[config.mk]
export PLATFORM = sky130hd
export DESIGN_NAME = hvcc_parameter_set_extractor
export DESIGN_NICKNAME = d
export VERILOG_FILES = /design/src/design/hpse_pkg.sv /design/src/design/hvcc_parameter_set_extractor.sv /design/src/design/hpse_cfg_regs.sv /design/src/design/hpse_parser.sv /design/src/design/hpse_emitter.sv
export SDC_FILE = /design/constraint.sdc
export NUM_CORES = 1
export LEC_CHECK = 0
export BUFFER_PORTS_ARGS = -buffer_cell sky130_fd_sc_hd__buf_4
export CAP_MARGIN = 30
export CORE_UTILIZATION = 41
export DETAILED_ROUTE_END_ITERATION = 8
export MAX_ROUTING_LAYER = met4
export PLACE_DENSITY = 0.72
export SYNTH_ARGS = -nofsm -noshare
export SYNTH_HDL_FRONTEND = slang
export SYNTH_SLANG_ARGS = --single-unit
[constraint.sdc]
create_clock -name clk -period 7.4 [get_ports clk]
set_clock_uncertainty 0.15 [all_clocks]
set_input_delay 1.48 -clock clk [delete_from_list [all_inputs] [get_ports clk]]
set_output_delay 1.48 -clock clk [all_outputs]
set_load 0.05 [all_outputs]
[src/design/hpse_pkg.sv]
`timescale 1ns / 1ps

package hpse_pkg;

    // Record layout
    localparam int HEADER_BYTES     = 22;
    localparam int LSIZE_BYTE_POS   = 21;
    localparam int MIN_RECORD_BYTES = 23;
    localparam int START_CODE_BYTES = 4;
    localparam int POS_W            = 7;
    localparam int CNT_W            = 3;
    localparam int TOTAL_W          = 17;

    localparam logic [5:0] TYPE_MASK  = 6'h3F;
    localparam logic [1:0] LSIZE_MASK = 2'h3;

    // Configuration register indexes
    localparam logic [1:0] REG_KEEP_FIRST  = 2'd0;
    localparam logic [1:0] REG_KEEP_SECOND = 2'd1;
    localparam logic [1:0] REG_KEEP_THIRD  = 2'd2;

    localparam logic [5:0] KEEP_FIRST_RST  = 6'd32;
    localparam logic [5:0] KEEP_SECOND_RST = 6'd33;
    localparam logic [5:0] KEEP_THIRD_RST  = 6'd34;

    // Result kinds
    localparam logic [1:0] KIND_NALU   = 2'd0;
    localparam logic [1:0] KIND_LSIZE  = 2'd1;
    localparam logic [1:0] KIND_STATUS = 2'd2;

    // Record status codes
    localparam logic [1:0] ST_OK        = 2'd0;
    localparam logic [1:0] ST_SHORT     = 2'd1;
    localparam logic [1:0] ST_TRUNCATED = 2'd2;

    typedef enum logic [2:0] {
        PH_HEADER    = 3'd0,
        PH_COUNT     = 3'd1,
        PH_TYPE      = 3'd2,
        PH_NCOUNT_HI = 3'd3,
        PH_NCOUNT_LO = 3'd4,
        PH_LEN_HI    = 3'd5,
        PH_LEN_LO    = 3'd6,
        PH_PAYLOAD   = 3'd7
    } phase_t;

    typedef struct packed {
        logic [5:0] keep_first;
        logic [5:0] keep_second;
        logic [5:0] keep_third;
    } keep_cfg_t;

    // Results caused by one input byte, emitted in field order
    typedef struct packed {
        logic               has_lsize;
        logic [2:0]         lsize;
        logic               has_sc;
        logic               sc_end;
        logic               has_byte;
        logic [7:0]         data;
        logic               byte_end;
        logic [TOTAL_W-1:0] total;
        logic               has_status;
        logic [1:0]         status;
        logic [CNT_W-1:0]   count;
    } bundle_t;

endpackage

[src/design/hvcc_parameter_set_extractor.sv]
`timescale 1ns / 1ps

// A result beat is registered: it appears in the cycle after the input beat that causes it.
// Throughput: one input byte per cycle while each byte makes at most one result and m_tready is
// high; a kept NALU's length byte makes one beat per start-code byte, and the final byte of a
// record one more for its status; the output register sends these one beat a cycle, holding s_tready low.
// Reset (rst_n, asynchronous, active low) returns the parser to the header phase,
// empties the output register and loads the kept NALU types 32, 33 and 34.
module hvcc_parameter_set_extractor
(
    input  logic        clk,
    input  logic        rst_n,

    input  logic        psel,
    input  logic        penable,
    input  logic        pwrite,
    input  logic [3:0]  paddr,
    input  logic [31:0] pwdata,
    output logic [31:0] prdata,
    output logic        pready,

    input  logic        s_tvalid,
    output logic        s_tready,
    input  logic [7:0]  s_tdata,   // in_byte[7:0]
    input  logic        s_tlast,   // end_of_record

    output logic        m_tvalid,
    input  logic        m_tready,
    output logic [31:0] m_tdata,   // out_byte[7:0], nalu_end[8], nalu_total_length[25:9],
                                   // length_field_size[28:26], status[30:29], zero[31]
    output logic [1:0]  m_tuser,   // kind[1:0]
    output logic        m_tlast    // run_last
);

    hpse_pkg::keep_cfg_t cfg;
    hpse_pkg::bundle_t   bundle;
    logic                can_load;
    logic                take;

    assign s_tready = can_load;
    assign take     = s_tvalid && can_load;

    hpse_cfg_regs u_cfg
    (
        .clk     (clk),
        .rst_n   (rst_n),
        .psel    (psel),
        .penable (penable),
        .pwrite  (pwrite),
        .paddr   (paddr),
        .pwdata  (pwdata),
        .prdata  (prdata),
        .pready  (pready),
        .cfg     (cfg)
    );

    hpse_parser u_parser
    (
        .clk           (clk),
        .rst_n         (rst_n),
        .take          (take),
        .in_byte       (s_tdata),
        .end_of_record (s_tlast),
        .cfg           (cfg),
        .bundle        (bundle)
    );

    hpse_emitter u_emitter
    (
        .clk      (clk),
        .rst_n    (rst_n),
        .load     (take),
        .bundle   (bundle),
        .can_load (can_load),
        .m_tvalid (m_tvalid),
        .m_tready (m_tready),
        .m_tdata  (m_tdata),
        .m_tuser  (m_tuser),
        .m_tlast  (m_tlast)
    );

endmodule

[src/design/hpse_cfg_regs.sv]
`timescale 1ns / 1ps

module hpse_cfg_regs
(
    input  logic              clk,
    input  logic              rst_n,
    input  logic              psel,
    input  logic              penable,
    input  logic              pwrite,
    input  logic [3:0]        paddr,
    input  logic [31:0]       pwdata,
    output logic [31:0]       prdata,
    output logic              pready,
    output hpse_pkg::keep_cfg_t cfg
);

    logic [5:0] keep_first_reg;
    logic [5:0] keep_second_reg;
    logic [5:0] keep_third_reg;
    logic       wr_en;
    logic [1:0] reg_idx;

    assign pready  = 1'b1;
    assign wr_en   = psel && penable && pwrite;
    assign reg_idx = paddr[3:2];

    // Write registers on the access cycle
    always_ff @(posedge clk or negedge rst_n)
    begin
        if (!rst_n)
        begin
            keep_first_reg  <= hpse_pkg::KEEP_FIRST_RST;
            keep_second_reg <= hpse_pkg::KEEP_SECOND_RST;
            keep_third_reg  <= hpse_pkg::KEEP_THIRD_RST;
        end
        else if (wr_en)
        begin
            case (reg_idx)
                hpse_pkg::REG_KEEP_FIRST:  keep_first_reg  <= pwdata[5:0];
                hpse_pkg::REG_KEEP_SECOND: keep_second_reg <= pwdata[5:0];
                hpse_pkg::REG_KEEP_THIRD:  keep_third_reg  <= pwdata[5:0];
                default: ;
            endcase
        end
    end

    // Read back
    always_comb
    begin
        case (reg_idx)
            hpse_pkg::REG_KEEP_FIRST:  prdata = {26'd0, keep_first_reg};
            hpse_pkg::REG_KEEP_SECOND: prdata = {26'd0, keep_second_reg};
            hpse_pkg::REG_KEEP_THIRD:  prdata = {26'd0, keep_third_reg};
            default:                   prdata = 32'd0;
        endcase
    end

    assign cfg.keep_first  = keep_first_reg;
    assign cfg.keep_second = keep_second_reg;
    assign cfg.keep_third  = keep_third_reg;

endmodule

[src/design/hpse_parser.sv]
`timescale 1ns / 1ps

module hpse_parser
(
    input  logic                clk,
    input  logic                rst_n,
    input  logic                take,
    input  logic [7:0]          in_byte,
    input  logic                end_of_record,
    input  hpse_pkg::keep_cfg_t cfg,
    output hpse_pkg::bundle_t   bundle
);

    localparam logic [hpse_pkg::POS_W-1:0] POS_MAX   = {hpse_pkg::POS_W{1'b1}};
    localparam logic [hpse_pkg::POS_W-1:0] POS_LSIZE =
        hpse_pkg::POS_W'(hpse_pkg::LSIZE_BYTE_POS);
    localparam logic [hpse_pkg::POS_W-1:0] POS_HDR_LAST =
        hpse_pkg::POS_W'(hpse_pkg::HEADER_BYTES - 1);
    localparam logic [hpse_pkg::POS_W-1:0] POS_MIN =
        hpse_pkg::POS_W'(hpse_pkg::MIN_RECORD_BYTES);
    localparam logic [hpse_pkg::CNT_W-1:0] SC_CNT =
        hpse_pkg::CNT_W'(hpse_pkg::START_CODE_BYTES);
    localparam logic [hpse_pkg::TOTAL_W-1:0] SC_TOTAL =
        hpse_pkg::TOTAL_W'(hpse_pkg::START_CODE_BYTES);

    hpse_pkg::phase_t             phase_reg, phase_next;
    logic [hpse_pkg::POS_W-1:0]   pos_reg, pos_next;
    logic [7:0]                   arrays_reg, arrays_next;
    logic [15:0]                  nalus_reg, nalus_next;
    logic [15:0]                  remain_reg, remain_next;
    logic [7:0]                   hi_reg, hi_next;
    logic                         kept_reg, kept_next;
    logic [15:0]                  plen_reg, plen_next;

    logic [5:0]                   nalu_type;
    logic [15:0]                  field_word;
    logic [15:0]                  nalus_dec;
    logic [15:0]                  remain_dec;
    hpse_pkg::bundle_t            b;

    assign nalu_type  = in_byte[5:0] & hpse_pkg::TYPE_MASK;
    assign field_word = {hi_reg, in_byte};
    assign nalus_dec  = nalus_reg - 16'd1;
    assign remain_dec = remain_reg - 16'd1;

    // Advance the parse for one byte and collect its results
    always_comb
    begin
        phase_next  = phase_reg;
        pos_next    = (pos_reg == POS_MAX) ? pos_reg : pos_reg + 1'b1;
        arrays_next = arrays_reg;
        nalus_next  = nalus_reg;
        remain_next = remain_reg;
        hi_next     = hi_reg;
        kept_next   = kept_reg;
        plen_next   = plen_reg;
        b           = '0;

        case (phase_reg)
            hpse_pkg::PH_HEADER:
            begin
                if (pos_reg == POS_LSIZE)
                begin
                    b.has_lsize = 1'b1;
                    b.lsize     = {1'b0, in_byte[1:0] & hpse_pkg::LSIZE_MASK} + 3'd1;
                end
                if (pos_reg >= POS_HDR_LAST)
                    phase_next = hpse_pkg::PH_COUNT;
            end
            hpse_pkg::PH_COUNT:
            begin
                arrays_next = in_byte;
                phase_next  = hpse_pkg::PH_TYPE;
            end
            hpse_pkg::PH_TYPE:
            begin
                if (arrays_reg != 8'd0)
                begin
                    kept_next  = (nalu_type == cfg.keep_first) ||
                                 (nalu_type == cfg.keep_second) ||
                                 (nalu_type == cfg.keep_third);
                    phase_next = hpse_pkg::PH_NCOUNT_HI;
                end
            end
            hpse_pkg::PH_NCOUNT_HI:
            begin
                hi_next    = in_byte;
                phase_next = hpse_pkg::PH_NCOUNT_LO;
            end
            hpse_pkg::PH_NCOUNT_LO:
            begin
                nalus_next  = field_word;
                arrays_next = arrays_reg - 8'd1;
                phase_next  = (field_word == 16'd0) ? hpse_pkg::PH_TYPE : hpse_pkg::PH_LEN_HI;
            end
            hpse_pkg::PH_LEN_HI:
            begin
                hi_next    = in_byte;
                phase_next = hpse_pkg::PH_LEN_LO;
            end
            hpse_pkg::PH_LEN_LO:
            begin
                plen_next   = field_word;
                remain_next = field_word;
                if (kept_reg)
                begin
                    b.has_sc = 1'b1;
                    b.sc_end = (field_word == 16'd0);
                    b.total  = (field_word == 16'd0) ? SC_TOTAL : '0;
                end
                if (field_word == 16'd0)
                begin
                    nalus_next = nalus_dec;
                    phase_next = (nalus_dec == 16'd0) ? hpse_pkg::PH_TYPE
                                                      : hpse_pkg::PH_LEN_HI;
                end
                else
                begin
                    phase_next = hpse_pkg::PH_PAYLOAD;
                end
            end
            default:
            begin
                remain_next = remain_dec;
                if (kept_reg)
                begin
                    b.has_byte = 1'b1;
                    b.data     = in_byte;
                    b.byte_end = (remain_dec == 16'd0);
                    b.total    = (remain_dec == 16'd0) ? SC_TOTAL + {1'b0, plen_reg} : '0;
                end
                if (remain_dec == 16'd0)
                begin
                    nalus_next = nalus_dec;
                    phase_next = (nalus_dec == 16'd0) ? hpse_pkg::PH_TYPE
                                                      : hpse_pkg::PH_LEN_HI;
                end
            end
        endcase

        // Close the record: report status and drop parse state
        if (end_of_record)
        begin
            b.has_status = 1'b1;
            if (pos_next < POS_MIN)
                b.status = hpse_pkg::ST_SHORT;
            else if ((phase_next == hpse_pkg::PH_TYPE) && (arrays_next == 8'd0))
                b.status = hpse_pkg::ST_OK;
            else
                b.status = hpse_pkg::ST_TRUNCATED;
            phase_next  = hpse_pkg::PH_HEADER;
            pos_next    = '0;
            arrays_next = '0;
            nalus_next  = '0;
            remain_next = '0;
            hi_next     = '0;
            kept_next   = 1'b0;
            plen_next   = '0;
        end

        b.count = hpse_pkg::CNT_W'(b.has_lsize) + (b.has_sc ? SC_CNT : '0) +
                  hpse_pkg::CNT_W'(b.has_byte) + hpse_pkg::CNT_W'(b.has_status);
    end

    assign bundle = b;

    // Hold parse state between accepted beats
    always_ff @(posedge clk or negedge rst_n)
    begin
        if (!rst_n)
        begin
            phase_reg  <= hpse_pkg::PH_HEADER;
            pos_reg    <= '0;
            arrays_reg <= '0;
            nalus_reg  <= '0;
            remain_reg <= '0;
            hi_reg     <= '0;
            kept_reg   <= 1'b0;
            plen_reg   <= '0;
        end
        else if (take)
        begin
            phase_reg  <= phase_next;
            pos_reg    <= pos_next;
            arrays_reg <= arrays_next;
            nalus_reg  <= nalus_next;
            remain_reg <= remain_next;
            hi_reg     <= hi_next;
            kept_reg   <= kept_next;
            plen_reg   <= plen_next;
        end
    end

endmodule

[src/design/hpse_emitter.sv]
`timescale 1ns / 1ps

module hpse_emitter
(
    input  logic              clk,
    input  logic              rst_n,
    input  logic              load,
    input  hpse_pkg::bundle_t bundle,
    output logic              can_load,
    output logic              m_tvalid,
    input  logic              m_tready,
    output logic [31:0]       m_tdata,   // out_byte[7:0], nalu_end[8], nalu_total_length[25:9],
                                         // length_field_size[28:26], status[30:29], zero[31]
    output logic [1:0]        m_tuser,   // kind[1:0]
    output logic              m_tlast    // run_last
);

    localparam logic [hpse_pkg::CNT_W-1:0] SC_CNT =
        hpse_pkg::CNT_W'(hpse_pkg::START_CODE_BYTES);
    localparam logic [hpse_pkg::CNT_W-1:0] SC_LAST =
        hpse_pkg::CNT_W'(hpse_pkg::START_CODE_BYTES - 1);

    hpse_pkg::bundle_t            bundle_reg;
    logic [hpse_pkg::CNT_W-1:0]   idx_reg;
    logic [hpse_pkg::CNT_W-1:0]   idx_inc;
    logic [hpse_pkg::CNT_W-1:0]   front_cnt;
    logic                         busy;
    logic                         last_beat;

    logic [1:0]                   kind;
    logic [7:0]                   out_byte;
    logic                         nalu_end;
    logic [hpse_pkg::TOTAL_W-1:0] total;
    logic [2:0]                   lsize;
    logic [1:0]                   status;

    assign idx_inc   = idx_reg + 1'b1;
    assign busy      = (idx_reg != bundle_reg.count);
    assign last_beat = (idx_inc == bundle_reg.count);
    assign can_load  = !busy || (m_tready && last_beat);

    // Load a new bundle or step through the current one
    always_ff @(posedge clk or negedge rst_n)
    begin
        if (!rst_n)
        begin
            bundle_reg <= '0;
            idx_reg    <= '0;
        end
        else if (load)
        begin
            bundle_reg <= bundle;
            idx_reg    <= '0;
        end
        else if (busy && m_tready)
        begin
            idx_reg <= idx_inc;
        end
    end

    // Select the beat at the current index
    always_comb
    begin
        front_cnt = hpse_pkg::CNT_W'(bundle_reg.has_lsize) +
                    (bundle_reg.has_sc ? SC_CNT : '0) +
                    hpse_pkg::CNT_W'(bundle_reg.has_byte);
        kind     = hpse_pkg::KIND_NALU;
        out_byte = '0;
        nalu_end = 1'b0;
        total    = '0;
        lsize    = '0;
        status   = '0;
        if (idx_reg >= front_cnt)
        begin
            kind   = hpse_pkg::KIND_STATUS;
            status = bundle_reg.status;
        end
        else if (bundle_reg.has_lsize)
        begin
            kind  = hpse_pkg::KIND_LSIZE;
            lsize = bundle_reg.lsize;
        end
        else if (bundle_reg.has_sc)
        begin
            if (idx_reg == SC_LAST)
            begin
                out_byte = 8'd1;
                nalu_end = bundle_reg.sc_end;
                total    = bundle_reg.total;
            end
        end
        else
        begin
            out_byte = bundle_reg.data;
            nalu_end = bundle_reg.byte_end;
            total    = bundle_reg.total;
        end
    end

    assign m_tvalid = busy;
    assign m_tdata  = {1'b0, status, lsize, total, nalu_end, out_byte};
    assign m_tuser  = kind;
    assign m_tlast  = last_beat;

endmodule

==> results of run 1 <==
[power groups by stage]
stage,clock (W),combinational [W],sequential (W)
floorplan,0,0.00150,0.000983
global placement,0,0.00178,0.00110
detailed placement,0,0.00182,0.00110
CTS,0.000871,0.00182,0.00109
global route,0.000904,0.00206,0.00112
finish,0.000859,0.00183,0.00110
[worst max-delay path, delay by kind of cell, from the launching register on]
family / cells / cell delay [ns]
simple gates: 3 / 0.72
fa+ha+maj: 2 / 0.57
compound gates: 2 / 0.48
flops: 1 / 0.47
buf+inv: 2 / 0.35
[per-layer routing]
layer	global-route usage, %	routed length [µm]
met1	29.6	9630
met2	33.0	9420
met3	4.23	1260
met4	5.26	238
met5	-	0
[how the worst min path moves through the flow]
stage | from | to | slack, ns | cells past startpoint
after floorplan | u_emitter.bundle_reg[25]$_DFFE_PN0P_ | u_emitter.bundle_reg[25]$_DFFE_PN0P_ | 0.28 | 2
after global placement | u_emitter.bundle_reg[25]$_DFFE_PN0P_ | u_emitter.bundle_reg[25]$_DFFE_PN0P_ | 0.30 | 2
after detailed placement | u_emitter.bundle_reg[25]$_DFFE_PN0P_ | u_emitter.bundle_reg[25]$_DFFE_PN0P_ | 0.31 | 2
after CTS | u_emitter.bundle_reg[25]$_DFFE_PN0P_ | u_emitter.bundle_reg[25]$_DFFE_PN0P_ | 0.32 | 2
after global routing | u_emitter.bundle_reg[11]$_DFFE_PN0P_ | u_emitter.bundle_reg[11]$_DFFE_PN0P_ | 0.34 | 2
final | u_emitter.bundle_reg[25]$_DFFE_PN0P_ | u_emitter.bundle_reg[25]$_DFFE_PN0P_ | 0.32 | 2
[cells by family (layout without fill, tap and decap cells)]
| group | after synthesis | after routing | share of synthesized area, % |
|---|---|---|---|
| and+or+nand+nor | 386 | 386 | 23.3 |
| xor gates and xnor gates | 36 | 36 | 3.83 |
| adders and majority gates | 17 | 17 | 2.68 |
| AOI/OAI and AO/OA | 248 | 248 | 18.4 |
| buffers and inverters | 124 | 137 | 7.24 |
| other | 2 | 28 | 0.0913 |
| DFF | 133 | 133 | 40.5 |
| muxes | 30 | 30 | 3.92 |
[layout by cell type (no fill, tap or decap), types with 23 or more instances in the layout]
cell type	netlist	final
inv_1	30	30
nor3_1	35	35
dfrtp_1	128	128
o21ai_0	112	112
and2_1	28	28
conb_1	2	28
nand2_1	132	131
nor2_1	68	67
buf_4	29	73
nand3_1	27	27
a21oi_1	45	45
nand4_1	23	23
[stage by stage]
step	hold WS (ns)	std cells	power (W)	area, µm²	worst slack [ns]
finish	0.316	1280	0.00379	9360	2.74
detailed placement	0.306	1248	0.00292	8760	3.18
global placement	0.298	1247	0.00288	8750	3.23
global route	0.341	1280	0.00408	9360	2.49
floorplan	0.280	1002	0.00248	8330	2.70
CTS	0.320	1280	0.00378	9360	2.72
[area by class of cell]
class	instances	area, µm²
clock buffers	20	457
clock inverters	12	140
fillers	1879	10200
inverters	31	116
multi-input cells	745	4420
flip-flops and latches	133	3330
well taps	265	332
repair buffers	74	559
==> summary.txt, run 1 <==
Detailed routing
  • Antenna Violating Nets Remaining: 0
  • DRC: 0
  • Routed wire length: 20,500 µm
  • Avg WL per Cell: 16.1 µm
  • First drt pass iteration count: 5
  • Iteration-0 DRC Markers: 652
  • DR vias/cell: 5.60
  • DR vias: 7,171

Synthesis
  • Most frequent cells after synthesis: 132 x nand2_1, 128 x dfrtp_1, 112 x o21ai_0
  • FF+latch count, synth: 133
  • Cells after Synth: 976
  • Commonest register cell after synthesis: dfrtp_1
  • Synth top area share: 38.9%
  • Average size of a mapped cell: 8.43 µm²
  • Most common cell in the netlist: nand2_1
  • Ys Warns: 0
  • Area contributors post-synth: dfrtp_1 39%, o21ai_0 6.8%, nand2_1 6.0%
  • Post-synth top area cell: dfrtp_1
  • Asr flop ratio synth: 100%
  • Sequential area share after synthesis: 40.5%
  • Post-synth EDFFs: 0
  • Synthesized cell area: 8230 µm²
  • Count of cell types in the netlist: 74

Job
  • Maxcap violations: 0

Timing
  • Slew Viols, Final: 0
  • Final Cycle Share: 62.9%
  • Worst-Margin Slew: 0.949 ns
  • Slew HR: 36.3%
  • Final setup violation count: 0
  • Setup Total Neg Slack: 0 ns
  • Min Tclk post-route: 4.66 ns
  • RSZ-0062 raised after global routing: false
  • Final hold violation count: 0
  • FMAX: 215 MHz

Critical path
  • Reg2Reg Setup Slack: 3.64 ns
  • Worst-path maximum fanout: 9
  • R2R Path Start: u_parser.phase_reg[2]$_DFFE_PN0P_
  • Worst-path cell chain: ha_1, ha_1, nand2b_1, a21o_1, a21oi_1, inv_1, nor3_1, and2_1, buf_4
  • Slowest stage cell on the critical path: dfrtp_1
  • Worst flop-to-flop path endpoint: u_emitter.bundle_reg[4]$_DFFE_PN0P_
  • CP Class: register to output port
  • CP peak stage delay: 0.47 ns
  • Critical path's most frequent cell: ha_1
  • Startpoint Class: register
  • Worst setup EP type: output port
  • Arr. time, crit path: 3.03 ns
  • Worst Setup SP: u_emitter.bundle_reg[38]$_DFFE_PN0P_
  • Data required time of the worst path: 5.77 ns
  • R2R depth: 8
  • Critical path endpoint: m_tdata[2]

GRT
  • First-pass GRT wire length: 34,000 µm
  • Initial antenna violation count: 0
  • Total GRT Usage: 21.7%
  • Vias in the first global route: 6,559
  • Largest net degree at the start of global routing: 84
  • Total grt overflow: 0

Power and ir drop
  • Leakage: 4.27 nW
  • Net Sw Frac: 44.7%
  • Switch Pwr: 0.00169 W
  • Clock power frac: 22.7%
  • P_int: 0.00210 W
  • Flop pwr share: 29.0%
  • Combinational Power Share: 48.4%
  • Max VDD drop: 0.199 mV
  • PD cells: 405 nW/µm²

Clock network
  • Postcts setup bufs: 0
  • Skew-Pair Late Insertion Delay: 0.43 ns
  • Post-cts sizing count: 0
  • CTS tree: done
  • H-tree lvl count: 4
  • Hold-fix buffers at CTS: 0
  • CTS buffer count: 17
  • CTS Sinks: 133
  • Root buffer cell: clkbuf_16
  • Clock tree buffer depth: 2
  • Clock transition at path regs: 0.06 ns

Die
  • I/O pins: 122
  • CORE AREA: 19,600 µm²
  • Initial Util: 42.0%
  • Die Y: 144 µm
  • Rows: 51
  • Total die area: 20,600 µm²
  • Die width: 144 µm

Hold path
  • Min-delay worst type: register to register

Final layout
  • Layout area overhead: 13.7%
  • Layout Nets: 1,071
  • Post-layout util: 47.8%
  • ANT cells: 0
  • Max FFs per register: 37
  • Fraction of layout cells with a size suffix above 1: 14.7%

Placed design
  • PortBufs: 65
  • Routability Congestion: 0.917
  • Post-DP HPWL: 13,700 µm

Status
  • Status: completed
Note: power is estimated with default switching activity, not from simulation.
==> run 2, diff against run 1 <==
- PLACE_DENSITY: 0.72 -> 0.74
- clock period: 7.4 -> 3.8 ns (I/O delays scaled with it)
==> run 2 against run 1 <==
  * Critical path depth is 1 higher
  * Via count is 2.1% higher
  * Global-route usage is 0.37 points higher
  * Register-to-register slack worse by 3.3 ns
  * Worst hold slack worse by 0.19 ns
  * Total power is 97% higher
  * Sequential share of layout area is 0.51 points lower
  * Core utilization is 0.72 points higher
  * Worst setup slack worse by 2.6 ns
  * Highest routed layer unchanged
==> summary.txt, run 2 (synthesis results as in run 1) <==
Status
  • Status: completed

Critical path
  • Worst setup EP type: output port
  • Worst path bufs/invs: 3
  • R2R Path Start: u_parser.remain_reg[0]$_DFFE_PN0P_
  • Worst Setup SP: u_emitter.bundle_reg[38]$_DFFE_PN0P_
  • R2R depth: 9
  • Reg2Reg Setup Slack: 0.37 ns
  • Arr. time, crit path: 2.73 ns
  • Startpoint Class: register
  • Slowest stage cell on the critical path: dfrtp_2
  • Cell family with most CP delay: adder cells
  • CP peak stage delay: 0.40 ns
  • Data required time of the worst path: 2.89 ns
  • Worst flop-to-flop path endpoint: u_parser.nalus_reg[0]$_DFFE_PN0P_
  • Worst-path cell chain: ha_1, ha_1, nand2b_1, a21o_1, a21oi_4, inv_2, nor3_4, buf_4, and2_1, buf_4
  • Worst-path maximum fanout: 9
  • CP Class: register to output port

Power and ir drop
  • P_int: 0.00404 W
  • Switch Pwr: 0.00341 W
  • Combinational Power Share: 51.0%
  • Max VDD drop: 0.477 mV
  • Net Sw Frac: 45.8%
  • Tot Pwr: 0.00745 W
  • Flop pwr share: 28.0%
  • PD cells: 785 nW/µm²
  • Leakage: 4.36 nW
  • Clock power frac: 21.0%

Detailed routing
  • Routed wire length: 21,000 µm
  • Top routing layer used: met4
  • First drt pass iteration count: 7
  • DR WL met2: 9580 µm
  • Avg WL per Cell: 16.2 µm
  • DR vias: 7,325
  • Wire length on met3: 1250 µm
  • Antenna Violating Nets Remaining: 0
  • DRC: 0
  • DR vias/cell: 5.64
  • Wl on met1: 9770 µm
  • Iteration-0 DRC Markers: 566

GRT
  • Total GRT Usage: 22.0%
  • First-pass GRT wire length: 34,200 µm
  • Vias in the first global route: 6,664
  • Largest net degree at the start of global routing: 65
  • Initial antenna violation count: 0
  • Total grt overflow: 0

Die
  • Rows: 51
  • Die Y: 144 µm
  • CORE AREA: 19,600 µm²
  • I/O pins: 122
  • Total die area: 20,600 µm²
  • Initial Util: 42.0%
  • Die width: 144 µm

Timing
  • Final hold violation count: 0
  • FMAX: 275 MHz
  • Min Tclk post-route: 3.64 ns
  • Final Cycle Share: 95.8%
  • RSZ-0062 raised after global routing: false
  • Slew HR: 30.7%
  • Final setup violation count: 0
  • Slew Viols, Final: 0
  • Setup Total Neg Slack: 0 ns
  • Worst-Margin Slew: 1.04 ns

Final layout
  • Fraction of layout cells with a size suffix above 1: 16.7%
  • Most frequent cells in the layout: 131 x nand2_1, 127 x dfrtp_1, 112 x o21ai_0, 90 x buf_4, 67 x nor2_1
  • Max FFs per register: 37
  • Layout area overhead: 15.4%
  • Layout Nets: 1,089
  • Leading cell type in the layout, fill and taps excluded: nand2_1
  • ANT cells: 0

Clock network
  • CTS Sinks: 133
  • Clock transition at path regs: 0.06 ns
  • Skew-Pair Late Insertion Delay: 0.43 ns
  • Hold-fix buffers at CTS: 0
  • Root buffer cell: clkbuf_16
  • Clock tree buffer depth: 2
  • CTS tree: done
  • H-tree lvl count: 4
  • CTS buffer count: 17

Placed design
  • Post-DP HPWL: 14,400 µm
  • Routability Congestion: 0.928
  • PortBufs: 65

Job
  • Maxcap violations: 0

Hold path
  • Min-delay worst type: input pin to asynchronous set/reset pin
## run 2: routing by layer
| metal | vias to the layer above | GRT usage [%] |
|---|---|---|
| li1 | 3513 | - |
| met1 | 3526 | 29.2 |
| met2 | 256 | 33.2 |
| met5 | - | - |
| met4 | 0 | 8.85 |
| met3 | 30 | 4.00 |
## run 2: layout make-up
cell class	count	area, µm²
multi-input combinational	745	4440
fill	1862	10100
clock inverter	15	135
inverter	31	116
tap	265	332
sequential	133	3340
clock buffer	17	425
timing repair buffer	92	707
## run 2: metrics by stage
stage / area (µm²) / setup slack (ns) / instances / util (%) / hold WS, ns
finish: 9500 / 0.159 / 1298 / 48.5 / 0.130
floorplan: 8330 / 0.0116 / 1002 / - / 0.280
detailed placement: 8890 / 0.305 / 1264 / 45.4 / 0.308
CTS: 9470 / 0.0346 / 1296 / 48.3 / 0.138
global placement: 8880 / 0.381 / 1263 / 45.4 / 0.296
global route: 9500 / 0.0240 / 1298 / 48.5 / 0.154
## run 2: worst max-delay path by stage
stage | cells after the start | end | slack, ns
floorplan | 9 | m_tdata[16] | 0.01
global placement | 9 | m_tdata[4] | 0.38
detailed placement | 9 | m_tdata[6] | 0.30
CTS | 10 | m_tdata[10] | 0.03
global route | 10 | m_tdata[9] | 0.02
finish | 10 | m_tdata[19] | 0.16
## run 2: repair_timing
action / 4_1_cts / 5_1_grt
setup buffers: 0 / 1
endpoints found under the setup margin: 25 / 18
gates cloned: 0 / 1
gates resized for setup: 5 / 4
## run 2: power groups by stage
stage,clock [W],sequential [W],combinational (W)
floorplan,0,0.00191,0.00292
global placement,0,0.00208,0.00362
detailed placement,0,0.00210,0.00370
CTS,0.00159,0.00208,0.00373
global route,0.00166,0.00213,0.00420
finish,0.00157,0.00209,0.00380
==> run 3, diff against run 2 <==
- CELL_PAD_IN_SITES_DETAIL_PLACEMENT: default -> 1
- CELL_PAD_IN_SITES_GLOBAL_PLACEMENT: default -> 2
- CORE_UTILIZATION: 41 -> 33
- PLACE_DENSITY: 0.74 -> 0.89
- SYNTH_HIERARCHICAL: default -> 1
==> run 3 against run 2 <==
  * Non-clock buffer count up 1
  * Worst hold slack better by 0.055 ns
  * Combinational power down 20%
  * Total power down 8.9%
  * Routed wire length up 21%
  * Count of clock-buffer cells in the layout up 2
  * Final cell count up 2.7%
  * Global-route usage down 1.6 points
  * Fmax up 1.3%
  * Synthesized cell count down 3.4%
  * Clock power up 4%
==> summary.txt, run 3 <==
Final layout
  • Max FFs per register: 38
  • Layout Nets: 1,059
  • ANT cells: 0
  • Layout area overhead: 15.2%
  • Most frequent cells in the layout: 129 x dfrtp_1, 90 x buf_4, 82 x nor2_1, 77 x o21ai_0, 58 x nand2_1
  • Fraction of layout cells with a size suffix above 1: 17.7%
  • Post-route cell area: 9980 µm²
  • Leading cell type in the layout, fill and taps excluded: dfrtp_1
  • Filler instances: 2,970
  • Post-layout util: 39.2%
  • Finished Layout Cells: 1,333

Power and ir drop
  • Tot Pwr: 0.00679 W
  • PD cells: 680 nW/µm²
  • Max VDD drop: 0.346 mV
  • Leakage: 4.42 nW

Critical path
  • Slowest stage cell on the critical path: or4b_1
  • Critical path's most frequent cell: nor3_2
  • Worst Setup SP: u_parser/nalus_reg[0]$_DFFE_PN0P_
  • Data required time of the worst path: 3.97 ns
  • Worst-path maximum fanout: 8
  • Startpoint Class: register
  • CP Class: register to register
  • CP peak stage delay: 0.66 ns
  • Worst-path cell chain: inv_1, ha_1, or4b_1, nor4b_4, xnor2_1, nor3_2, nand4_1, and3_1, nor3_2, a41oi_1, mux2_1
  • Worst setup EP type: register
  • R2R Path Start: u_parser/nalus_reg[0]$_DFFE_PN0P_
  • Arr. time, crit path: 3.76 ns

Placed design
  • PortBufs: 65
  • Post-DP HPWL: 17,800 µm
  • Routability Congestion: 0.857
  • Placed cell area: 9380 µm²
  • Dpl cells: 1,300

Timing
  • Min Hold Slack: 0.185 ns
  • Final hold violation count: 0
  • FMAX: 278 MHz
  • Min Tclk post-route: 3.60 ns
  • Slew Viols, Final: 0
  • Slew HR: 50.2%
  • RSZ-0062 raised after global routing: false
  • Final setup violation count: 0
  • Final Cycle Share: 94.6%
  • Worst-Margin Slew: 0.747 ns

Die
  • Total die area: 26,900 µm²
  • Die Y: 164 µm
  • I/O pins: 122
  • CORE AREA: 25,500 µm²
  • Initial Util: 34.0%
  • Die width: 164 µm
  • Rows: 58

GRT
  • Largest net degree at the start of global routing: 76
  • First-pass GRT wire length: 41,300 µm
  • Total grt overflow: 0
  • Initial antenna violation count: 0
  • Total GRT Usage: 20.4%
  • Vias in the first global route: 7,570

Detailed routing
  • Avg WL per Cell: 19.1 µm
  • DR vias: 7,370
  • Antenna Violating Nets Remaining: 0
  • First drt pass iteration count: 4
  • DR vias/cell: 5.53
  • Iteration-0 DRC Markers: 441
  • DRC: 0
  • Routed wire length: 25,500 µm

Synthesis
  • Synthesized cell area: 8660 µm²
  • Average size of a mapped cell: 9.18 µm²
  • Ys Warns: 6
  • Cells after Synth: 943

Clock network
  • CTS Sinks: 134
  • H-tree lvl count: 4
  • Clock transition at path regs: 0.07 ns
  • CTS buffer count: 17
  • CTS tree: done
  • Root buffer cell: clkbuf_16
  • Hold-fix buffers at CTS: 0
  • Clock tree buffer depth: 2
  • Skew-Pair Late Insertion Delay: 0.43 ns

Status
  • Status: completed

Hold path
  • Min-delay worst type: input pin to asynchronous set/reset pin

Job
  • Maxcap violations: 0
-- run 3: per-layer routing --
layer | global-route usage [%] | share of wire, % | vias up
met5 | - | 0 | -
met4 | 8.25 | 2.7 | 0
met3 | 2.63 | 2.7 | 39
met2 | 32.4 | 48 | 152
met1 | 26.4 | 46 | 3740
li1 | - | - | 3439
-- run 3: timing repair --
item / in CTS / in global routing
gates resized for setup: 0 / 2
endpoints found under the setup margin: 4 / 8
setup buffers: 1 / 0
endpoints found under the hold margin: 0 / 0
cloned: 0 / 0
pin swaps: 1 / 0
-- run 3: worst paths after layout --
kind	to	slack, ns	cells after the start
hold reg to reg	u_emitter/bundle_reg[18]$_DFFE_PN0P_	0.33	1
min in group clk	u_emitter/bundle_reg[18]$_DFFE_PN0P_	0.33	1
setup / recovery	u_emitter/bundle_reg[4]$_DFFE_PN0P_	0.20	11
setup reg to reg	u_emitter/bundle_reg[4]$_DFFE_PN0P_	0.20	11
hold / removal	u_emitter/idx_reg[1]$_DFFE_PN0P_	0.18	1
max in group asynchronous	u_cfg/keep_third_reg[5]$_DFFE_PN1P_	2.41	2
-- run 3: critical path, delay by kind of cell (launching register included) --
| family | cells | cell delay, ns |
|---|---|---|
| AO/OA/AOI/OAI | 1 | 0.16 |
| buffers and inverters | 1 | 0.12 |
| multiplexers | 1 | 0.31 |
| flip-flops | 1 | 0.43 |
| XOR/XNOR | 1 | 0.12 |
| AND/OR/NAND/NOR | 6 | 1.87 |
| adder cells (fa/ha/maj) | 1 | 0.32 |
-- run 3: through the flow --
step / setup WS (ns) / TNS (ns)
after floorplan: -0.213 / -1.28
after global placement: 0.304 / 0
after detailed placement: 0.200 / 0
after CTS: 0.143 / 0
after global routing: 0.0143 / 0
final: 0.205 / 0
-- run 3: area by class of cell --
type                            count  area (µm²)  area share [%]
Clock buffer                       19         443            4.44
Clock inverter                     13         124            1.24
Inverter                           33         124            1.24
Multi-Input combinational cell    711        4790            48.0
Sequential cell                   134        3360            33.7
Tap cell                          330         413            4.14
Timing Repair Buffer               93         727            7.29
-- run 3: report_power, final --
group          total, W  internal [W]  switching (W)
clock           0.00163      0.000924       0.000704
combinational   0.00303       0.00115        0.00188
sequential      0.00213       0.00170       0.000435
